===== src/rtl/wdhp_pkg.sv =====
`timescale 1ns / 1ps

package wdhp_pkg;

	// Interface count limits and defaults.
	localparam int unsigned NumIfacesMax = 16;
	localparam int unsigned NumIfacesDef = 16;

	localparam int unsigned IfaceW    = 4;
	localparam int unsigned TimeW     = 32;
	localparam int unsigned DebounceW = 20;
	localparam int unsigned MaskW     = 16;
	localparam int unsigned CfgIdxW   = 2;
	localparam int unsigned CfgDataW  = 20;

	localparam logic [DebounceW-1:0] DebounceRst = DebounceW'(30000);

	// Configuration register indexes.
	localparam logic [CfgIdxW-1:0] CfgDebounce   = 2'd0;
	localparam logic [CfgIdxW-1:0] CfgDetectPol  = 2'd1;
	localparam logic [CfgIdxW-1:0] CfgWakePol    = 2'd2;
	localparam logic [CfgIdxW-1:0] CfgModulePort = 2'd3;

	// Per-pin debounce state codes. Codes above StInactStable act as invalid.
	localparam logic [2:0] StInvalid     = 3'd0;
	localparam logic [2:0] StActDb       = 3'd1;
	localparam logic [2:0] StInactDb     = 3'd2;
	localparam logic [2:0] StActStable   = 3'd3;
	localparam logic [2:0] StInactStable = 3'd4;

	// Power actions.
	localparam logic [1:0] PwrNone  = 2'd0;
	localparam logic [1:0] PwrOn    = 2'd1;
	localparam logic [1:0] PwrCycle = 2'd2;
	localparam logic [1:0] PwrOff   = 2'd3;

	// Hotplug events.
	localparam logic [1:0] HpNone    = 2'd0;
	localparam logic [1:0] HpPlug    = 2'd1;
	localparam logic [1:0] HpUnplug  = 2'd2;

	// One table entry per pin.
	typedef struct packed {
		logic [2:0]       dstate;
		logic [2:0]       lstate;
		logic [TimeW-1:0] ctime;
	} pin_entry_t;

	// Decision for one word, handed from the step logic to the top level.
	typedef struct packed {
		logic [1:0] power;
		logic [1:0] hotplug;
		logic       recheck;
	} pin_result_t;

endpackage


===== src/rtl/wdhp_state_mem.sv =====
`timescale 1ns / 1ps

// Per-pin state table: one synchronous read port, one write port, a valid bit per
// entry so that an entry never written reads as the reset value, and a bypass of the
// most recent write so a read issued on the same edge as a write sees the new data.
module wdhp_state_mem #(
	parameter int unsigned DEPTH = 2 * wdhp_pkg::NumIfacesDef,
	parameter int unsigned AW    = $clog2(DEPTH)
) (
	input  logic                clk,
	input  logic                arst_n,
	input  logic                rd_en,
	input  logic [AW-1:0]       rd_addr,
	output wdhp_pkg::pin_entry_t rd_data,
	input  logic                wr_en,
	input  logic [AW-1:0]       wr_addr,
	input  wdhp_pkg::pin_entry_t wr_data
);

	wdhp_pkg::pin_entry_t mem [DEPTH];
	wdhp_pkg::pin_entry_t rd_raw_q;
	logic [AW-1:0]        rd_addr_q;
	logic [DEPTH-1:0]     valid_q;
	wdhp_pkg::pin_entry_t fwd_data_q;
	logic [AW-1:0]        fwd_addr_q;
	logic                 fwd_valid_q;

	always_ff @(posedge clk) begin
		if (wr_en) begin
			mem[wr_addr] <= wr_data;
		end
		if (rd_en) begin
			rd_raw_q <= mem[rd_addr];
		end
	end

	always_ff @(posedge clk or negedge arst_n) begin
		if (!arst_n) begin
			valid_q     <= '0;
			fwd_valid_q <= 1'b0;
			rd_addr_q   <= '0;
			fwd_addr_q  <= '0;
		end else begin
			if (rd_en) begin
				rd_addr_q <= rd_addr;
			end
			if (wr_en) begin
				valid_q[wr_addr] <= 1'b1;
				fwd_valid_q      <= 1'b1;
				fwd_addr_q       <= wr_addr;
			end
		end
	end

	always_ff @(posedge clk) begin
		if (wr_en) begin
			fwd_data_q <= wr_data;
		end
	end

	always_comb begin
		if (fwd_valid_q && (fwd_addr_q == rd_addr_q)) begin
			rd_data = fwd_data_q;
		end else if (valid_q[rd_addr_q]) begin
			rd_data = rd_raw_q;
		end else begin
			rd_data = '0;
		end
	end

endmodule


===== src/rtl/wdhp_step.sv =====
`timescale 1ns / 1ps

// Next-state and decision logic for one pin event.
module wdhp_step (
	input  wdhp_pkg::pin_entry_t              cur,
	input  logic                              active,
	input  logic                              drives,
	input  logic [wdhp_pkg::TimeW-1:0]        now_us,
	input  logic [wdhp_pkg::DebounceW-1:0]    debounce_us,
	output wdhp_pkg::pin_entry_t              nxt,
	output wdhp_pkg::pin_result_t             res
);

	logic [wdhp_pkg::TimeW-1:0] elapsed;
	logic                       settled;
	logic [2:0]                 db_code;

	assign elapsed = now_us - cur.ctime;
	assign settled = elapsed >= {{(wdhp_pkg::TimeW - wdhp_pkg::DebounceW){1'b0}}, debounce_us};
	assign db_code = active ? wdhp_pkg::StActDb : wdhp_pkg::StInactDb;

	always_comb begin
		nxt = cur;
		res = '0;
		case (cur.dstate)
			wdhp_pkg::StActDb, wdhp_pkg::StInactDb: begin
				if (active == (cur.dstate == wdhp_pkg::StActDb)) begin
					if (settled) begin
						if (active) begin
							nxt.dstate = wdhp_pkg::StActStable;
							nxt.lstate = wdhp_pkg::StActStable;
							if (drives) begin
								res.power   = (cur.lstate == wdhp_pkg::StActStable) ?
									wdhp_pkg::PwrCycle : wdhp_pkg::PwrOn;
								res.hotplug = wdhp_pkg::HpPlug;
							end
						end else begin
							nxt.dstate = wdhp_pkg::StInactStable;
							nxt.lstate = wdhp_pkg::StInactStable;
							if (drives) begin
								res.power   = wdhp_pkg::PwrOff;
								res.hotplug = wdhp_pkg::HpUnplug;
							end
						end
					end else begin
						res.recheck = 1'b1;
					end
				end else begin
					nxt.ctime   = now_us;
					nxt.dstate  = db_code;
					res.recheck = 1'b1;
				end
			end
			wdhp_pkg::StActStable, wdhp_pkg::StInactStable: begin
				if (active != (cur.dstate == wdhp_pkg::StActStable)) begin
					nxt.ctime   = now_us;
					nxt.dstate  = db_code;
					res.recheck = 1'b1;
				end
			end
			default: begin
				// Invalid or an unused code: start debouncing from this sample.
				nxt.ctime   = now_us;
				nxt.dstate  = db_code;
				res.recheck = 1'b1;
			end
		endcase
	end

endmodule


===== src/rtl/wake_detect_debounce_hotplug_unit.sv =====
`timescale 1ns / 1ps

// Channel   Direction  Contents
// s_axis    in         tdata: iface_index, pin_level, now_us; tuser: pin_select
// m_axis    out        tdata: out_iface, power_action, hotplug_event, recheck_request
// cfg       in         cfg_we, cfg_index, cfg_wdata; registers 0..3, write only
//
// One word is accepted per cycle unless a stalled output holds the stage in flight.
// The acceptance edge reads the pin's entry from the state table; the edge on which
// that stage advances writes the updated entry back and loads the output register.
// A write to the entry read on the same edge is bypassed inside the table, so
// back-to-back words on one pin work. Reset marks every table entry invalid at once
// through per-entry valid bits; no clearing pass is needed. When the output register
// is full and not taken, the stage in flight holds and input stops only if that stage
// is also occupied.
module wake_detect_debounce_hotplug_unit #(
	parameter int unsigned NUM_IFACES = wdhp_pkg::NumIfacesDef
) (
	input  logic        clk,
	input  logic        arst_n,
	input  logic        s_tvalid,
	output logic        s_tready,
	input  logic [39:0] s_tdata,  // [3:0] iface_index, [4] pin_level, [36:5] now_us, rest 0
	input  logic        s_tuser,  // [0] pin_select
	output logic        m_tvalid,
	input  logic        m_tready,
	output logic [15:0] m_tdata,  // [3:0] out_iface, [5:4] power_action,
	                              // [7:6] hotplug_event, [8] recheck_request, rest 0
	input  logic        cfg_we,
	input  logic [wdhp_pkg::CfgIdxW-1:0]  cfg_index,
	input  logic [wdhp_pkg::CfgDataW-1:0] cfg_wdata
);

	localparam int unsigned Depth = 2 * NUM_IFACES;
	localparam int unsigned AW    = (Depth > 1) ? $clog2(Depth) : 1;

	// Configuration registers.
	logic [wdhp_pkg::DebounceW-1:0] debounce_q;
	logic [wdhp_pkg::MaskW-1:0]     detect_pol_q;
	logic [wdhp_pkg::MaskW-1:0]     wake_pol_q;
	logic [wdhp_pkg::MaskW-1:0]     module_port_q;

	always_ff @(posedge clk or negedge arst_n) begin
		if (!arst_n) begin
			debounce_q    <= wdhp_pkg::DebounceRst;
			detect_pol_q  <= '0;
			wake_pol_q    <= '0;
			module_port_q <= '0;
		end else if (cfg_we) begin
			case (cfg_index)
				wdhp_pkg::CfgDebounce:   debounce_q    <= cfg_wdata;
				wdhp_pkg::CfgDetectPol:  detect_pol_q  <= cfg_wdata[wdhp_pkg::MaskW-1:0];
				wdhp_pkg::CfgWakePol:    wake_pol_q    <= cfg_wdata[wdhp_pkg::MaskW-1:0];
				wdhp_pkg::CfgModulePort: module_port_q <= cfg_wdata[wdhp_pkg::MaskW-1:0];
				default: ;
			endcase
		end
	end

	// Input unpacking.
	logic [wdhp_pkg::IfaceW-1:0] in_iface;
	logic                        in_level;
	logic [wdhp_pkg::TimeW-1:0]  in_now;
	logic [wdhp_pkg::IfaceW:0]   in_entry_full;
	logic [AW-1:0]               in_addr;

	assign in_iface      = s_tdata[3:0];
	assign in_level      = s_tdata[4];
	assign in_now        = s_tdata[36:5];
	assign in_entry_full = {in_iface, s_tuser};
	assign in_addr       = in_entry_full[AW-1:0];

	// Stage 1: table read data is valid here.
	logic                        s1_valid_q;
	logic [wdhp_pkg::IfaceW-1:0] iface_s1;
	logic                        pin_s1;
	logic                        level_s1;
	logic [wdhp_pkg::TimeW-1:0]  now_s1;
	logic [AW-1:0]               addr_s1;
	logic                        s1_adv;
	logic                        accept;

	// Output register.
	logic                        out_valid_q;
	logic [wdhp_pkg::IfaceW-1:0] out_iface_q;
	wdhp_pkg::pin_result_t       out_res_q;

	assign s1_adv   = s1_valid_q && (!out_valid_q || m_tready);
	assign s_tready = !s1_valid_q || s1_adv;
	assign accept   = s_tvalid && s_tready;

	always_ff @(posedge clk or negedge arst_n) begin
		if (!arst_n) begin
			s1_valid_q  <= 1'b0;
			out_valid_q <= 1'b0;
		end else begin
			if (accept) begin
				s1_valid_q <= 1'b1;
			end else if (s1_adv) begin
				s1_valid_q <= 1'b0;
			end
			if (s1_adv) begin
				out_valid_q <= 1'b1;
			end else if (m_tready) begin
				out_valid_q <= 1'b0;
			end
		end
	end

	always_ff @(posedge clk) begin
		if (accept) begin
			iface_s1 <= in_iface;
			pin_s1   <= s_tuser;
			level_s1 <= in_level;
			now_s1   <= in_now;
			addr_s1  <= in_addr;
		end
	end

	// Per-pin attributes from the configuration.
	logic in_range;
	logic pol;
	logic active;
	logic drives;

	assign in_range = {1'b0, iface_s1} < (wdhp_pkg::IfaceW + 1)'(NUM_IFACES);
	assign pol      = pin_s1 ? detect_pol_q[iface_s1] : wake_pol_q[iface_s1];
	assign active   = (level_s1 == pol);
	assign drives   = pin_s1 || module_port_q[iface_s1];

	wdhp_pkg::pin_entry_t  cur_entry;
	wdhp_pkg::pin_entry_t  nxt_entry;
	wdhp_pkg::pin_result_t step_res;
	logic                  wr_en;

	assign wr_en = s1_adv && in_range;

	wdhp_state_mem #(
		.DEPTH (Depth),
		.AW    (AW)
	) u_state_mem (
		.clk     (clk),
		.arst_n  (arst_n),
		.rd_en   (accept),
		.rd_addr (in_addr),
		.rd_data (cur_entry),
		.wr_en   (wr_en),
		.wr_addr (addr_s1),
		.wr_data (nxt_entry)
	);

	wdhp_step u_step (
		.cur         (cur_entry),
		.active      (active),
		.drives      (drives),
		.now_us      (now_s1),
		.debounce_us (debounce_q),
		.nxt         (nxt_entry),
		.res         (step_res)
	);

	always_ff @(posedge clk) begin
		if (s1_adv) begin
			out_iface_q <= iface_s1;
			out_res_q   <= in_range ? step_res : '0;
		end
	end

	assign m_tvalid = out_valid_q;
	assign m_tdata  = {7'd0, out_res_q.recheck, out_res_q.hotplug, out_res_q.power, out_iface_q};

endmodule


===== config.mk =====
export PLATFORM = sky130hd
export DESIGN_NAME = wake_detect_debounce_hotplug_unit
export DESIGN_NICKNAME = d
export VERILOG_FILES = /design/src/rtl/wdhp_pkg.sv /design/src/rtl/wdhp_state_mem.sv /design/src/rtl/wdhp_step.sv /design/src/rtl/wake_detect_debounce_hotplug_unit.sv
export SDC_FILE = /design/constraint.sdc
export NUM_CORES = 1
export LEC_CHECK = 0
export BUFFER_PORTS_ARGS = -buffer_cell sky130_fd_sc_hd__buf_2
export CAP_MARGIN = 0
export CORE_MARGIN = 2
export CORE_UTILIZATION = 39
export CTS_BUF_LIST = sky130_fd_sc_hd__clkbuf_2 sky130_fd_sc_hd__clkbuf_4 sky130_fd_sc_hd__clkbuf_8
export DETAILED_ROUTE_END_ITERATION = 7
export HOLD_SLACK_MARGIN = 0.06
export PLACE_DENSITY = 0.56
export SLEW_MARGIN = 20
export SYNTH_ARGS = -nofsm -noshare
export SYNTH_HDL_FRONTEND = slang
export SYNTH_SLANG_ARGS = --single-unit

===== constraint.sdc =====
create_clock -name clk -period 21.7 [get_ports clk]
set_clock_uncertainty 0.1 [all_clocks]
set_input_delay 2.17 -clock clk [delete_from_list [all_inputs] [get_ports clk]]
set_output_delay 2.17 -clock clk [all_outputs]
set_load 0.05 [all_outputs]

### After elaboration in Yosys (flattened, before gate mapping)

Memory sizes are Yosys's and may differ from the RTL's. A register that Yosys moved wholly into a read port is not among the register bits.
Index checks and enable logic that the tools add are counted.

| storage, ports and cells | value |
|---|---|
| flip-flop bits (word level) | 203 |
| memory bits (writable) | 1216 |
| input port bits | 68 |
| output and inout port bits | 18 |
| logic and storage cells | 99 |
| memories | 1 |

Memory list:

| name | words | width | rd ports | clocked after Yosys merged registers in | wr ports | RTL line | source |
|---|---|---|---|---|---|---|---|
| u_state_mem.mem | 32 | 38 | 1 | 1 | 1 | wdhp_state_mem.sv:20 | `wdhp_pkg::pin_entry_t mem [DEPTH];` |

| operators by class | value |
|---|---|
| add/sub/neg operators | 1 |
| $lt $le $gt $ge | 5 |
| equality and inequality tests | 12 |
| muxes and demuxes | 38 |
| bitwise logic cells | 1 |
| reductions and logical operators | 19 |

Operators by type and width:

| kind | number |
|---|---|
| $mux W38 | 2 |
| $mux W32 | 2 |
| $pmux W32 S2 | 1 |
| $ge A32 B20 Y1 | 1 |
| $or A32 B32 Y32 | 1 |
| $sub A32 B32 Y32 | 1 |
| $mux W1 | 15 |
| $bmux W1 S4 | 3 |
| $lt A5 B6 Y1 const B | 2 |
| $mux W3 | 4 |
| $mux W4 | 3 |
| $mux W6 | 2 |
| $eq A3 B2 Y1 const B | 3 |
| $reduce_and A2 Y1 | 4 |
| $pmux W3 S2 | 1 |
| $bmux W1 S5 | 1 |
| $demux W1 S5 | 1 |
| $eq A5 B5 Y1 | 1 |
| $ge A5 B1 Y1 const B | 1 |
| $lt A4 B5 Y1 const B | 1 |
| $eq A2 B2 Y1 const B | 2 |
| $logic_and A1 B1 Y1 | 4 |
| $mux W2 | 2 |
| $reduce_bool A2 Y1 | 2 |
| 11 further kinds | 16 |

### Logic depth before layout (Yosys ltp)

| depth | value |
|---|---|
| word-level depth | 9 |
| depth in mapped cells | 27 |
| gate-level depth less buffers | 25 |

### By module

From an unflattened synthesis, not the netlist that was laid out.

| unflattened totals | value |
|---|---|
| cells, all modules | 2741 |
| area, all modules | 58040.7 sq um |

Modules (own cells, without submodules):

| module | times used | cells an instance | area an instance (sq um) | seq. area each (sq um) |
|---|---|---|---|---|
| wdhp_state_mem | 1 | 2016 | 50547.2 | 39873.2 |
| wake_detect_debounce_hotplug_unit | 1 | 261 | 4566.9 | 3171.8 |
| wdhp_step | 1 | 464 | 2926.6 | 0.0 |

### Least setup slack after synthesis

No wires, ideal clock.

| timing | value |
|---|---|
| kind | reg2reg |
| start | reg u_state_mem.rd_addr_q[1] |
| end | reg u_state_mem.fwd_data_q[37] (netlist bit) (data pin) |
| library setup time | 462 ps |
| arrival time | 6788 ps |
| data required time | 21138 ps |
| slack | 14350 ps |
| stages on the path, launching flop included | 27 |
| path buffers | 2 |
| clock period less this slack | 7350 ps |
| path through | dfrtp_1 > buf_4 > mux4_2 > mux4_2 > mux2i_4 > clkbuf_1 > nor2_1 > a21oi_1 > ha_1 > and2_1 > a221oi_1 > a21oi_1 > o21a_1 > a21o_1 > a21oi_1 > o21ai_0 > xor2_1 > ha_1 > nand4_1 > nor4_1 > a221oi_1 > nand4_1 > nor4b_1 > nor4b_1 > nand4_1 > o211ai_4 > o21ai_0 |

RTL lines:

| element | RTL line | source |
|---|---|---|
| start: declaration | wdhp_state_mem.sv:22 | `logic [AW-1:0] rd_addr_q;` |
| start signal: assignment | wdhp_state_mem.sv:45 | `rd_addr_q <= rd_addr;` |
| end signal: assignment | wdhp_state_mem.sv:57 | `fwd_data_q <= wr_data;` |
| end: declaration | wdhp_state_mem.sv:24 | `wdhp_pkg::pin_entry_t fwd_data_q;` |

==> impl_metrics.csv <==
group,metric,value,unit
run_status,status,"finished, final reports clean",
logic_synthesis,ys_seq_area_share,74.32,%
sta,rsz0062_at_grt,"false",
logic_synthesis,ys_ff_latch,1452,
clock_tree,cts_buffer_depth,3,
worst_setup_path,critPathRequiredTime,22170,ps
logic_synthesis,synth_flop_cell,"edfxtp_1",
worst_setup_path,critPathLaunchType,"flip-flop",
floorplanning,num_io_pins,86,
drt,drc_errors,0,
worst_setup_path,path_class,"reg2reg",
sta,period_needed,9225,ps
floorplanning,dieArea,0.1516,mm2
sta,finalSetupTns,0,ps
power_and_ir_drop,power.leakage,0.02141,uW
logic_synthesis,synth-edff-count,1339,
sta,finalCritPeriodShare,42.51,%
floorplanning,die_h,389.4,um
sta,finalHoldViolCount,0,
clock_tree,postCtsSetupBuffers,0,
drt,via_count,29250,
logic_synthesis,synth_area_leaders,"edfxtp_1 69%, mux4_2 15%, dfrtp_1 4.6%",
finish,syn2layout_area_growth,13.46,%
worst_setup_path,critPathCaptureType,"flip-flop",
finish,fin_cells,5151,
logic_synthesis,netlist_area,0.05792,mm2
clock_tree,tritoncts,"built",
job,drv_cap,0,
clock_tree,clk_pin_slew,60,ps
logic_synthesis,synth_cells,2804,
drt,ant_nets,0,
clock_tree,cts.sinks,1452,
global_routing,antenna_found_initial,7,
clock_tree,cts_hold_buf,0,
drt,routed_wl,151500,um
place,dpl.cell_count,4732,
worst_setup_path,arrival,9690,ps
sta,maxSlewHeadroom,22.50,%
worst_setup_path,crit_path_max_fanout,33,
logic_synthesis,yosysUniqueCellTypes,64,
drt,wl_per_cell,29.40,um
sta,max_freq,108.4,MHz
clock_tree,ctsHtreeMaxLevel,4,
place,gp_congestion,0.8496,
power_and_ir_drop,p_per_area,109.0,mW/mm2
finish,drive_above_1_share,34.42,%
worst_setup_path,reg2reg_depth,24,
drt,vias_per_cell,5.679,
global_routing,overflow,0,
clock_tree,cts-resized-gates,0,
worst_hold_path,hold_end,"u_state_mem.valid_q[15]$_DFFE_PN0P_",
sta,setup_viol,0,
global_routing,gr-usage-all-layers,19.98,%
floorplanning,rows,141,
logic_synthesis,avgSynthCellArea,20.66,um2
floorplanning,core_area,0.1477,mm2
drt,first_pass_iters,5,
global_routing,grt_max_degree,101,
worst_hold_path,timing.hold.worst.class,"reg2reg",
worst_hold_path,hold_path_depth,1,
floorplanning,start_util,39.22,%
global_routing,grt_pass1_vias,30040,
clock_tree,cts_inserted_buffers,227,
clock_tree,cts_root_buffer,"clkbuf_8",
worst_setup_path,rr_endpoint,"u_state_mem.mem[12][32]$_DFFE_PP_",
place,numPortBuffers,75,
logic_synthesis,yosys_warnings,0,
power_and_ir_drop,peakVddDrop,0.00006242,V
logic_synthesis,synth_top_area_share,69.42,%
global_routing,grt_pass1_wl,216000,um
logic_synthesis,async_flop_share,7.782,%
worst_setup_path,ff2ff_setup_slack,12480,ps
sta,max_slew.worst_pin.slew,1163,ps
place,hpwl,74610,um
worst_hold_path,min-delay-start,"u_state_mem.valid_q[15]$_DFFE_PN0P_",
clock_tree,clk_latency,930,ps
worst_setup_path,r2r-start,"u_state_mem.rd_addr_q[1]$_DFFE_PN0P_",
sta,maxSlewViolCount,0,
drt,drtIter0Drc,3465,
floorplanning,die_w,389.4,um
logic_synthesis,synth_top_area_cell,"edfxtp_1",
finish,nets,3152,
==> metrics by stage <==
step                      power [uW]  area [um2]  setup WS, ps  utilization, %  hold WS (ps)
after global placement          4849       61030         12620           41.33         346.6
after global routing            7459       65720         11800           44.50         373.4
after detailed placement        4918       61050         12700           41.34         350.7
after floorplan                 4481       57940         14350               -         324.4
after CTS                       7178       65490         12650           44.35         366.4
final                           7162       65720         12480           44.50         363.2
==> power by group <==
| group | internal, uW | switching [uW] | leakage [uW] |
|---|---|---|---|
| Clock | 1180 | 1070 | 0.00236 |
| Combinational | 376 | 878 | 0.00556 |
| Sequential | 3600 | 46.9 | 0.0135 |
| Total | 5160 | 2000 | 0.0214 |
==> cells in the final DEF, fill, tap and decap left out, drive strengths merged, types with 12 or more instances in the layout <==
cell    synthesis  routed
a21oi         101     101
buf            45     137
clkbuf         99     320
clkinv          0      78
dfrtp         106     106
edfxtp       1339    1339
ha             51      51
inv            39      50
mux2           95      95
mux2i          18      18
mux4          398     398
nand2         108     108
nand3          12      12
nor2          121     121
o21ai          51      51
or2            34      34
xnor2          20      20
==> flip-flops by register name, indices dropped and copies added, names as in the netlist, 16 cells and up <==
signal                  cells
detect_pol_q               16
debounce_q                 20
wake_pol_q                 16
u_state_mem.fwd_data_q     38
u_state_mem.mem          1216
u_state_mem.valid_q        32
now_s1                     32
u_state_mem.rd_raw_q       38
module_port_q              16
==> metal layers <==
| layer | track usage (%) | wire length [um] | vias to the layer above | part of all wire, % |
|---|---|---|---|---|
| met5 | 0 | 0 | - | 0 |
| met4 | 5.983 | 3126 | 0 | 2.1 |
| met3 | 3.212 | 10010 | 220 | 6.6 |
| met2 | 31.75 | 72790 | 1183 | 48 |
| met1 | 28.52 | 65520 | 15840 | 43 |
| li1 | - | - | 12010 | - |
==> layout make-up <==
| class | count | area (um2) |
|---|---|---|
| fill | 12470 | 81950 |
| inverter | 39 | 148.9 |
| clock buffer | 320 | 3847 |
| timing repair buffer | 137 | 914.6 |
| sequential | 1452 | 43050 |
| multi-input combinational | 1175 | 14740 |
| tap | 1930 | 2415 |
| antenna | 2 | 5.005 |
| clock inverter | 96 | 598.1 |
==> cells in the mapped netlist, types with 8 or more instances <==
cell type	count
or2_2	34
xnor2_1	20
nor3_1	10
clkbuf_1	99
a21oi_1	100
a21o_1	9
buf_2	11
nand2b_1	10
mux4_2	398
nand2_1	108
nor2_1	121
inv_1	38
dfrtp_1	106
mux2_2	92
buf_1	25
nand4_1	11
edfxtp_1	1339
o211ai_1	8
nand3_1	12
ha_1	51
buf_4	9
xor2_1	11
mux2i_1	17
o21ai_0	50
==> logic make-up (layout without fill, tap and decap cells) <==
group,Yosys count,count (layout),share of synthesized area (%)
multiplexers,511,511,17.66
flip-flops,1452,1452,74.32
adder cells (fa/ha/maj),52,52,1.136
AO/OA/AOI/OAI,229,229,2.402
other,1,9,0.006474
buffers and inverters,183,592,1.268
AND/OR/NAND/NOR,345,345,2.746
XOR/XNOR,31,31,0.4688
==> worst max path at each step <==
stage,from,endpoint,slack (ps),cells past startpoint
2_1_floorplan,u_state_mem.rd_addr_q[1]$_DFFE_PN0P_,u_state_mem.fwd_data_q[37]$_DFFE_PP_,14350,26
3_3_place_gp,u_state_mem.rd_addr_q[1]$_DFFE_PN0P_,u_state_mem.mem[28][32]$_DFFE_PP_,12620,24
3_5_place_dp,u_state_mem.rd_addr_q[1]$_DFFE_PN0P_,u_state_mem.mem[28][32]$_DFFE_PP_,12700,24
4_1_cts,u_state_mem.rd_addr_q[1]$_DFFE_PN0P_,u_state_mem.mem[12][32]$_DFFE_PP_,12650,24
5_1_grt,u_state_mem.rd_addr_q[1]$_DFFE_PN0P_,u_state_mem.mem[13][32]$_DFFE_PP_,11800,24
6_report,u_state_mem.rd_addr_q[1]$_DFFE_PN0P_,u_state_mem.mem[12][32]$_DFFE_PP_,12480,24
==> critical path, stage by stage, from the launching register on <==
cell and delay [ps]:
dfrtp_1 670, mux4_2 590, mux4_2 530, mux2i_4 790, o21ai_0 300, ha_1 340
fa_1 450, nor2b_1 240, o211ai_1 150, a21oi_1 430, o21a_1 240, a21o_1 130
a21oi_1 90, o21ai_0 220, xor2_1 210, ha_1 280, nand4_1 140, nor4_1 80
a221oi_1 290, nand4_1 130, nor4b_1 320, nor4b_1 350, nand4_1 500, o211ai_4 420
mux2_1 850
Note: power is estimated with default switching activity, not from simulation.
